===== config.mk =====
export PLATFORM = sky130hd
export DESIGN_NAME = semiprime_classifier
export DESIGN_NICKNAME = d
export VERILOG_FILES = /design/src/rtl/core/spc_pkg.sv /design/src/rtl/core/spc_div.sv /design/src/rtl/core/semiprime_classifier.sv
export SDC_FILE = /design/constraint.sdc
export NUM_CORES = 1
export LEC_CHECK = 0
export BUFFER_PORTS_ARGS = -buffer_cell sky130_fd_sc_hd__buf_2
export CAP_MARGIN = 20
export CORE_MARGIN = 10
export CORE_UTILIZATION = 60
export CTS_CLUSTER_DIAMETER = 150
export DETAILED_ROUTE_END_ITERATION = 8
export MAX_ROUTING_LAYER = met4
export PLACE_DENSITY = 0.8
export SYNTH_ARGS = -nofsm -noshare
export SYNTH_HDL_FRONTEND = slang
export SYNTH_HIERARCHICAL = 1
export SYNTH_SLANG_ARGS = --single-unit

===== constraint.sdc =====
create_clock -name clk_i -period 11 [get_ports clk_i]
set_input_delay 2.2 -clock clk_i [delete_from_list [all_inputs] [get_ports clk_i]]
set_output_delay 2.2 -clock clk_i [all_outputs]
set_load 0.02 [all_outputs]

===== src/rtl/core/spc_pkg.sv =====
// ----------------------------------------------------------------------------
// spc_pkg
// Shared types and constants of the semiprime classifier.
// ----------------------------------------------------------------------------
package spc_pkg;

  localparam int CAND_W     = 16;
  localparam int IN_DATA_W  = 16;
  localparam int SF_W       = 8;
  localparam int LF_W       = 15;
  localparam int OUT_DATA_W = 32;

  typedef struct packed {
    logic busy;
    logic done;
    logic rem_zero;
  } spc_div_stat_t;

endpackage


===== src/rtl/core/spc_div.sv =====
// ----------------------------------------------------------------------------
// spc_div
// Bit-serial restoring divider: one quotient bit per cycle.
// ----------------------------------------------------------------------------
module spc_div #(
  parameter int W  = 16,
  parameter int DW = 9
) (
  input  logic                  clk_i,
  input  logic                  rst_ni,
  input  logic                  start_i,
  input  logic [W-1:0]          dividend_i,
  input  logic [DW-1:0]         divisor_i,
  output spc_pkg::spc_div_stat_t stat_o,
  output logic [W-1:0]          quotient_o
);
  import spc_pkg::*;

  localparam int CW = $clog2(W + 1);

  logic          busy_q, busy_d;
  logic          done_q, done_d;
  logic [CW-1:0] cnt_q, cnt_d;
  logic [W-1:0]  shift_q, shift_d;
  logic [DW-1:0] rem_q, rem_d;
  logic [DW-1:0] dvs_q, dvs_d;
  logic [DW:0]   trial;
  logic [DW:0]   diff;
  logic          ge;

  assign trial = {rem_q, shift_q[W-1]};
  assign ge    = (trial >= {1'b0, dvs_q});
  assign diff  = trial - {1'b0, dvs_q};

  always_comb begin
    busy_d  = busy_q;
    done_d  = 1'b0;
    cnt_d   = cnt_q;
    shift_d = shift_q;
    rem_d   = rem_q;
    dvs_d   = dvs_q;
    if (start_i) begin
      busy_d  = 1'b1;
      cnt_d   = CW'(W);
      shift_d = dividend_i;
      rem_d   = '0;
      dvs_d   = divisor_i;
    end else if (busy_q) begin
      shift_d = {shift_q[W-2:0], ge};
      rem_d   = ge ? diff[DW-1:0] : trial[DW-1:0];
      cnt_d   = cnt_q - 1'b1;
      if (cnt_q == CW'(1)) begin
        busy_d = 1'b0;
        done_d = 1'b1;
      end
    end
  end

  always_ff @(posedge clk_i or negedge rst_ni) begin
    if (!rst_ni) begin
      busy_q <= 1'b0;
      done_q <= 1'b0;
      cnt_q  <= '0;
    end else begin
      busy_q <= busy_d;
      done_q <= done_d;
      cnt_q  <= cnt_d;
    end
  end

  always_ff @(posedge clk_i) begin
    shift_q <= shift_d;
    rem_q   <= rem_d;
    dvs_q   <= dvs_d;
  end

  assign stat_o.busy     = busy_q;
  assign stat_o.done     = done_q;
  assign stat_o.rem_zero = (rem_q == '0);
  assign quotient_o      = shift_q;

endmodule


===== src/rtl/core/semiprime_classifier.sv =====
// ----------------------------------------------------------------------------
// semiprime_classifier
// Trial-division semiprime test with a per-range "any found" flag.
// ----------------------------------------------------------------------------
//  channel  | direction | tdata                                  | tlast
//  s_axis   | in        | candidate[15:0]                        | last_in_range
//  m_axis   | out       | is_semiprime, smaller_factor,          | range_done
//           |           | larger_factor, range_had_any           |
//
//  Each trial divisor takes one pass through the bit-serial divider; the trials
//  run up to sqrt(candidate) for the factor search plus up to sqrt(cofactor)
//  for the cofactor primality check.
//  One request is worked on at a time; s_axis is ready only when idle.
//  The finished result sits in the output register, so a new request is
//  taken while it waits; completion stalls only if that register is full.
//  Reset clears control state and the range flag; there is no clearing pass.
// ----------------------------------------------------------------------------
module semiprime_classifier #(
  parameter int VALUE_WIDTH = 16
) (
  input  logic                             clk_i,
  input  logic                             rst_ni,
  input  logic                             s_axis_tvalid_i,
  output logic                             s_axis_tready_o,
  // [15:0] candidate
  input  logic [spc_pkg::IN_DATA_W-1:0]    s_axis_tdata_i,
  input  logic                             s_axis_tlast_i,
  output logic                             m_axis_tvalid_o,
  input  logic                             m_axis_tready_i,
  // [0] is_semiprime, [8:1] smaller_factor, [23:9] larger_factor,
  // [24] range_had_any, [31:25] zero
  output logic [spc_pkg::OUT_DATA_W-1:0]   m_axis_tdata_o,
  output logic                             m_axis_tlast_o
);
  import spc_pkg::*;

  localparam int W   = VALUE_WIDTH;
  localparam int DW  = (W + 1) / 2 + 1;
  localparam int SQW = W + 2;

  localparam logic [2:0] ST_IDLE = 3'd0;
  localparam logic [2:0] ST_SCAN = 3'd1;
  localparam logic [2:0] ST_DIV1 = 3'd2;
  localparam logic [2:0] ST_CHK  = 3'd3;
  localparam logic [2:0] ST_DIV2 = 3'd4;
  localparam logic [2:0] ST_FIN  = 3'd5;

  logic [2:0]     state_q, state_d;
  logic [W-1:0]   n_q, n_d;
  logic           last_q, last_d;
  logic [DW-1:0]  d_q, d_d;
  logic [DW-1:0]  p_q, p_d;
  logic [SQW-1:0] sq_q, sq_d;
  logic [W-1:0]   q_q, q_d;
  logic           semi_q, semi_d;
  logic           found_q, found_d;

  logic           out_valid_q, out_valid_d;
  logic           out_semi_q, out_semi_d;
  logic [SF_W-1:0] out_p_q, out_p_d;
  logic [LF_W-1:0] out_q_q, out_q_d;
  logic           out_any_q, out_any_d;
  logic           out_last_q, out_last_d;

  logic [W+CAND_W-1:0] cand_wide;
  logic [DW+SF_W-1:0]  p_wide;
  logic [W+LF_W-1:0]   q_wide;
  logic [W-1:0]        target;
  logic                sq_le;
  logic                div_start;
  logic                load;
  logic                in_acc;
  logic [W-1:0]        quotient;
  spc_div_stat_t       div_stat;

  assign cand_wide = (W + CAND_W)'(s_axis_tdata_i[CAND_W-1:0]);
  assign p_wide    = (DW + SF_W)'(p_q);
  assign q_wide    = (W + LF_W)'(q_q);
  assign target    = (state_q == ST_CHK) ? q_q : n_q;
  assign sq_le     = (sq_q <= SQW'(target));
  assign in_acc    = s_axis_tvalid_i && s_axis_tready_o;
  assign load      = (state_q == ST_FIN) && (!out_valid_q || m_axis_tready_i);

  spc_div #(
    .W  (W),
    .DW (DW)
  ) u_div (
    .clk_i      (clk_i),
    .rst_ni     (rst_ni),
    .start_i    (div_start),
    .dividend_i (target),
    .divisor_i  (d_q),
    .stat_o     (div_stat),
    .quotient_o (quotient)
  );

  always_comb begin
    state_d   = state_q;
    n_d       = n_q;
    last_d    = last_q;
    d_d       = d_q;
    p_d       = p_q;
    sq_d      = sq_q;
    q_d       = q_q;
    semi_d    = semi_q;
    div_start = 1'b0;
    case (state_q)
      ST_IDLE: begin
        if (in_acc) begin
          n_d     = cand_wide[W-1:0];
          last_d  = s_axis_tlast_i;
          d_d     = DW'(2);
          sq_d    = SQW'(4);
          state_d = ST_SCAN;
        end
      end
      ST_SCAN: begin
        if (sq_le) begin
          div_start = 1'b1;
          state_d   = ST_DIV1;
        end else begin
          semi_d  = 1'b0;
          state_d = ST_FIN;
        end
      end
      ST_DIV1: begin
        if (div_stat.done) begin
          if (div_stat.rem_zero) begin
            q_d     = quotient;
            p_d     = d_q;
            state_d = ST_CHK;
          end else begin
            d_d     = d_q + 1'b1;
            sq_d    = sq_q + SQW'({d_q, 1'b1});
            state_d = ST_SCAN;
          end
        end
      end
      ST_CHK: begin
        if (sq_le) begin
          div_start = 1'b1;
          state_d   = ST_DIV2;
        end else begin
          semi_d  = 1'b1;
          state_d = ST_FIN;
        end
      end
      ST_DIV2: begin
        if (div_stat.done) begin
          if (div_stat.rem_zero) begin
            semi_d  = 1'b0;
            state_d = ST_FIN;
          end else begin
            d_d     = d_q + 1'b1;
            sq_d    = sq_q + SQW'({d_q, 1'b1});
            state_d = ST_CHK;
          end
        end
      end
      ST_FIN: begin
        if (load) begin
          state_d = ST_IDLE;
        end
      end
      default: begin
        state_d = ST_IDLE;
      end
    endcase
  end

  always_comb begin
    out_valid_d = out_valid_q;
    out_semi_d  = out_semi_q;
    out_p_d     = out_p_q;
    out_q_d     = out_q_q;
    out_any_d   = out_any_q;
    out_last_d  = out_last_q;
    found_d     = found_q;
    if (m_axis_tready_i) begin
      out_valid_d = 1'b0;
    end
    if (load) begin
      out_valid_d = 1'b1;
      out_semi_d  = semi_q;
      out_p_d     = semi_q ? p_wide[SF_W-1:0] : '0;
      out_q_d     = semi_q ? q_wide[LF_W-1:0] : '0;
      out_any_d   = found_q | semi_q;
      out_last_d  = last_q;
      found_d     = last_q ? 1'b0 : (found_q | semi_q);
    end
  end

  always_ff @(posedge clk_i or negedge rst_ni) begin
    if (!rst_ni) begin
      state_q     <= ST_IDLE;
      found_q     <= 1'b0;
      out_valid_q <= 1'b0;
    end else begin
      state_q     <= state_d;
      found_q     <= found_d;
      out_valid_q <= out_valid_d;
    end
  end

  always_ff @(posedge clk_i) begin
    n_q        <= n_d;
    last_q     <= last_d;
    d_q        <= d_d;
    p_q        <= p_d;
    sq_q       <= sq_d;
    q_q        <= q_d;
    semi_q     <= semi_d;
    out_semi_q <= out_semi_d;
    out_p_q    <= out_p_d;
    out_q_q    <= out_q_d;
    out_any_q  <= out_any_d;
    out_last_q <= out_last_d;
  end

  assign s_axis_tready_o = (state_q == ST_IDLE);
  assign m_axis_tvalid_o = out_valid_q;
  assign m_axis_tdata_o  = OUT_DATA_W'({out_any_q, out_q_q, out_p_q, out_semi_q});
  assign m_axis_tlast_o  = out_last_q;

  a_done_when_waiting: assert property (@(posedge clk_i) disable iff (!rst_ni)
    div_stat.done |-> (state_q == ST_DIV1 || state_q == ST_DIV2))
    else $error("divider finished outside a wait state");

  a_start_when_free: assert property (@(posedge clk_i) disable iff (!rst_ni)
    div_start |-> !div_stat.busy)
    else $error("divider started while busy");

  a_zero_factors: assert property (@(posedge clk_i) disable iff (!rst_ni)
    (out_valid_q && !out_semi_q) |-> (out_p_q == '0 && out_q_q == '0))
    else $error("factors reported for a non-semiprime");

  a_range_clear: assert property (@(posedge clk_i) disable iff (!rst_ni)
    (load && last_q) |=> !found_q)
    else $error("range flag kept past the last item");

endmodule

==> results summary <==
The number of buffers inserted by post-CTS setup repair is 0. The die covers 16,500 µm². The total half-perimeter wirelength after legalization and detailed placement came out at roughly 11,000 µm. Compared with the post-synthesis result, the final layout area differs by 13.5%. Summed over all layers, the global routing overflow is 0. The initial cell density of the core is 0.617. The source-to-sink clock delay at the later pin of the worst-skew pair is 0.43 ns. After clock tree synthesis, the flow added hold-fix buffers numbering 0. The post-synthesis area per instance came out at 12.4 µm². After clock tree synthesis, the clock-pin slew on the worst setup and hold paths is 0.06 ns.

After floorplanning, the core was sized to cover ~11,000 µm². The net switching share of the total power is 0.193. The post-route cell area is 8040 µm².

STA puts the critical path data required time at around 11 ns. In this run the tool buffered the top-level ports with 48 buffer cells. Before antenna repair, the detailed router went through 7 iterations. The number of standard-cell rows in the floorplan is 39. The count of unresolved DRC violations after routing is 0. The count of clock tree sinks came out at between 100 and 150. The clock network fraction of total power came out at 0.503.

The actual transition at the worst max-transition pin came out at 0.871 ns. The combinational share of power came out at 0.006. The mean routed wirelength per cell is about 20 µm. The flow ran to the end, and the final reports show no timing, DRC or antenna violations. The worst setup path is of the register to register kind.

The setup skew after layout came out at approximately 0.012 ns. The post-detailed-route count of antenna-violating nets is 0. Counting along the longest clock path gives a buffer depth of 2. In the global route stage, overall resource usage came out at 0.191. The root buffer cell chosen for the clock tree is clkbuf_16. The max-capacitance violation count is 0. The worst setup path is captured at a register.

The largest fanout on the critical path is 18. The level count of the clock H-tree is 4. The launching element type of the critical path is a register. The placement-stage cell area came out at 7430 µm². The post-cts repair resize count is 0. The clock period minus worst slack is around 5.2 ns. The DRC violation total after the first TritonRoute iteration is approximately 490.

The total negative slack is 0 ns. IR analysis of the VDD net gives a maximum drop of roughly 0.00011 V. The number of buffers created by CTS came out at 17.

The analysis attributes to cell leakage a power of roughly 2.9 nW. In the final layout, the share of cells above drive strength 1 is 0.192. The via count came out at between 4,000 and 5,000. The antenna diode count is 0.

In this run the worst hold path is classified as register to register. The first global-routing pass estimated between 20,000 and 25,000 µm of wire. Data on the critical path arrives at its endpoint at 5.23 ns. Setup repair after global routing left no endpoint under its margin.

The switching power summed over all nets is about 0.22 mW. TritonCTS built the clock tree. The final layout contains routed wiring with a total length of about 15,000 µm. The count of nets after finishing is 683. The post-route worst setup slack is a little under 6 ns. At the placement stage, the worst setup path has a slack of 5.97 ns. The final count of hold timing violations is 0. Synthesis produced between 500 and 600 cells. The share of total power dissipated in sequential elements is 0.492. The pin count of the biggest net entering global routing came out at 28. In this run the vertical extent of the chip is ~130 µm. The detail-routed via count per cell is slightly above 6.

The congestion estimate from routability-driven global placement came to roughly 0.90. The count of final max-slew check failures came to 0. The initial antenna violation count came out at 0. The chip width came out at 129 µm. Summing internal, switching and leakage power gives approximately 1.2 mW. The cell area after synthesis came out at around 7100 µm². The setup-violating endpoint count in the final report came out at 0. The power density relative to cell area is 145 nW/µm².

For this design the top-level I/O count stands at 56. The number of warnings issued by yosys came out at 6. The maximum frequency from static timing analysis came out at a little under 200 MHz. The final worst-path cycle share came out at 0.469. The layout filler cell count came out at slightly below 800. The via count of the first global-routing pass is between 4,000 and 5,000. The headroom to the max-slew limit is 0.418. The cell-internal power is 0.941 mW.
stage by stage:
stage / std cells / util / hold slack [ns]
2_1_floorplan: 577 / - / 0.422
3_3_place_gp: 747 / 0.648 / 0.429
3_5_place_dp: 747 / 0.648 / 0.430
4_1_cts: 779 / 0.701 / 0.445
5_1_grt: 779 / 0.701 / 0.471
6_report: 779 / 0.701 / 0.450
layout make-up:
cell class	instances	area, µm²	area share
Clock buffer	24	502	0.0624
Clock inverter	8	104	0.0129
Inverter	40	150	0.0187
Multi-Input combinational cell	371	2750	0.342
Sequential cell	141	4080	0.508
Tap cell	143	179	0.0223
Timing Repair Buffer	52	270	0.0336
flip-flops by register name, indices dropped and copies added (netlist names), 3 cells and up:
name / count
sq_q: 18
n_q: 16
q_q: 16
u_div/quotient_o: 16
out_q_q: 15
d_q: 9
u_div/dvs_q: 9
u_div/rem_q: 9
out_p_q: 8
p_q: 8
u_div/cnt_q: 5
state_q: 3
cells in the final DEF (no fill, tap or decap), types with 12 or more instances in the layout:
| cell type | instances |
|---|---|
| a21oi_1 | 20 |
| and2_1 | 28 |
| buf_2 | 48 |
| clkbuf_16 | 17 |
| dfrtp_1 | 12 |
| edfxtp_1 | 120 |
| ha_1 | 37 |
| inv_1 | 40 |
| mux2_2 | 23 |
| mux2i_1 | 20 |
| nand2_1 | 22 |
| nand3_1 | 14 |
| nor2_1 | 39 |
| nor3_1 | 12 |
| o21ai_0 | 20 |
worst max-delay path, cell delays in order (launching register included):
cell and delay, ns:
dfrtp_1 0.59, inv_1 0.17, nor2_1 0.29, nand2_1 0.58, mux2i_1 0.29, ha_1 0.37, nand4_1 0.13, or4_4 0.53
or4_4 0.56, o21ai_2 0.12, and2_1 0.67, or2_2 0.51
path summary, 6_finish.rpt:
path,startpoint,end,slack [ns],cells after the start
max in group asynchronous,rst_ni,u_div/busy_q$_DFF_PN0_,9.11,1
min reg2reg,u_div/quotient_o[13]$_DFFE_PP_,q_q[13]$_DFFE_PP_,0.45,0
min in group asynchronous,rst_ni,state_q[2]$_DFFE_PN0P_,1.66,1
max,state_q[0]$_DFFE_PN0P_,u_div/quotient_o[10]$_DFFE_PP_,5.84,11
max reg2reg,state_q[0]$_DFFE_PN0P_,u_div/quotient_o[10]$_DFFE_PP_,5.84,11
min,u_div/quotient_o[13]$_DFFE_PP_,q_q[13]$_DFFE_PP_,0.45,0
power by group through the flow:
stage / Combinational [mW] / Sequential [mW] / Clock (mW)
2_1_floorplan: 0.00405 / 0.584 / 0
3_3_place_gp: 0.00627 / 0.584 / 0
3_5_place_dp: 0.00651 / 0.584 / 0
4_1_cts: 0.00657 / 0.573 / 0.588
5_1_grt: 0.00743 / 0.573 / 0.615
6_report: 0.00664 / 0.573 / 0.586
per-layer routing:
layer  GRT usage  vias up  share of wire
met5           -        -              0
met4      0.0812        0          0.025
met3      0.0374       38          0.050
met2       0.313      176           0.50
met1       0.227     2290           0.42
li1            -     2202              -
(Power assumes the default switching activity.)
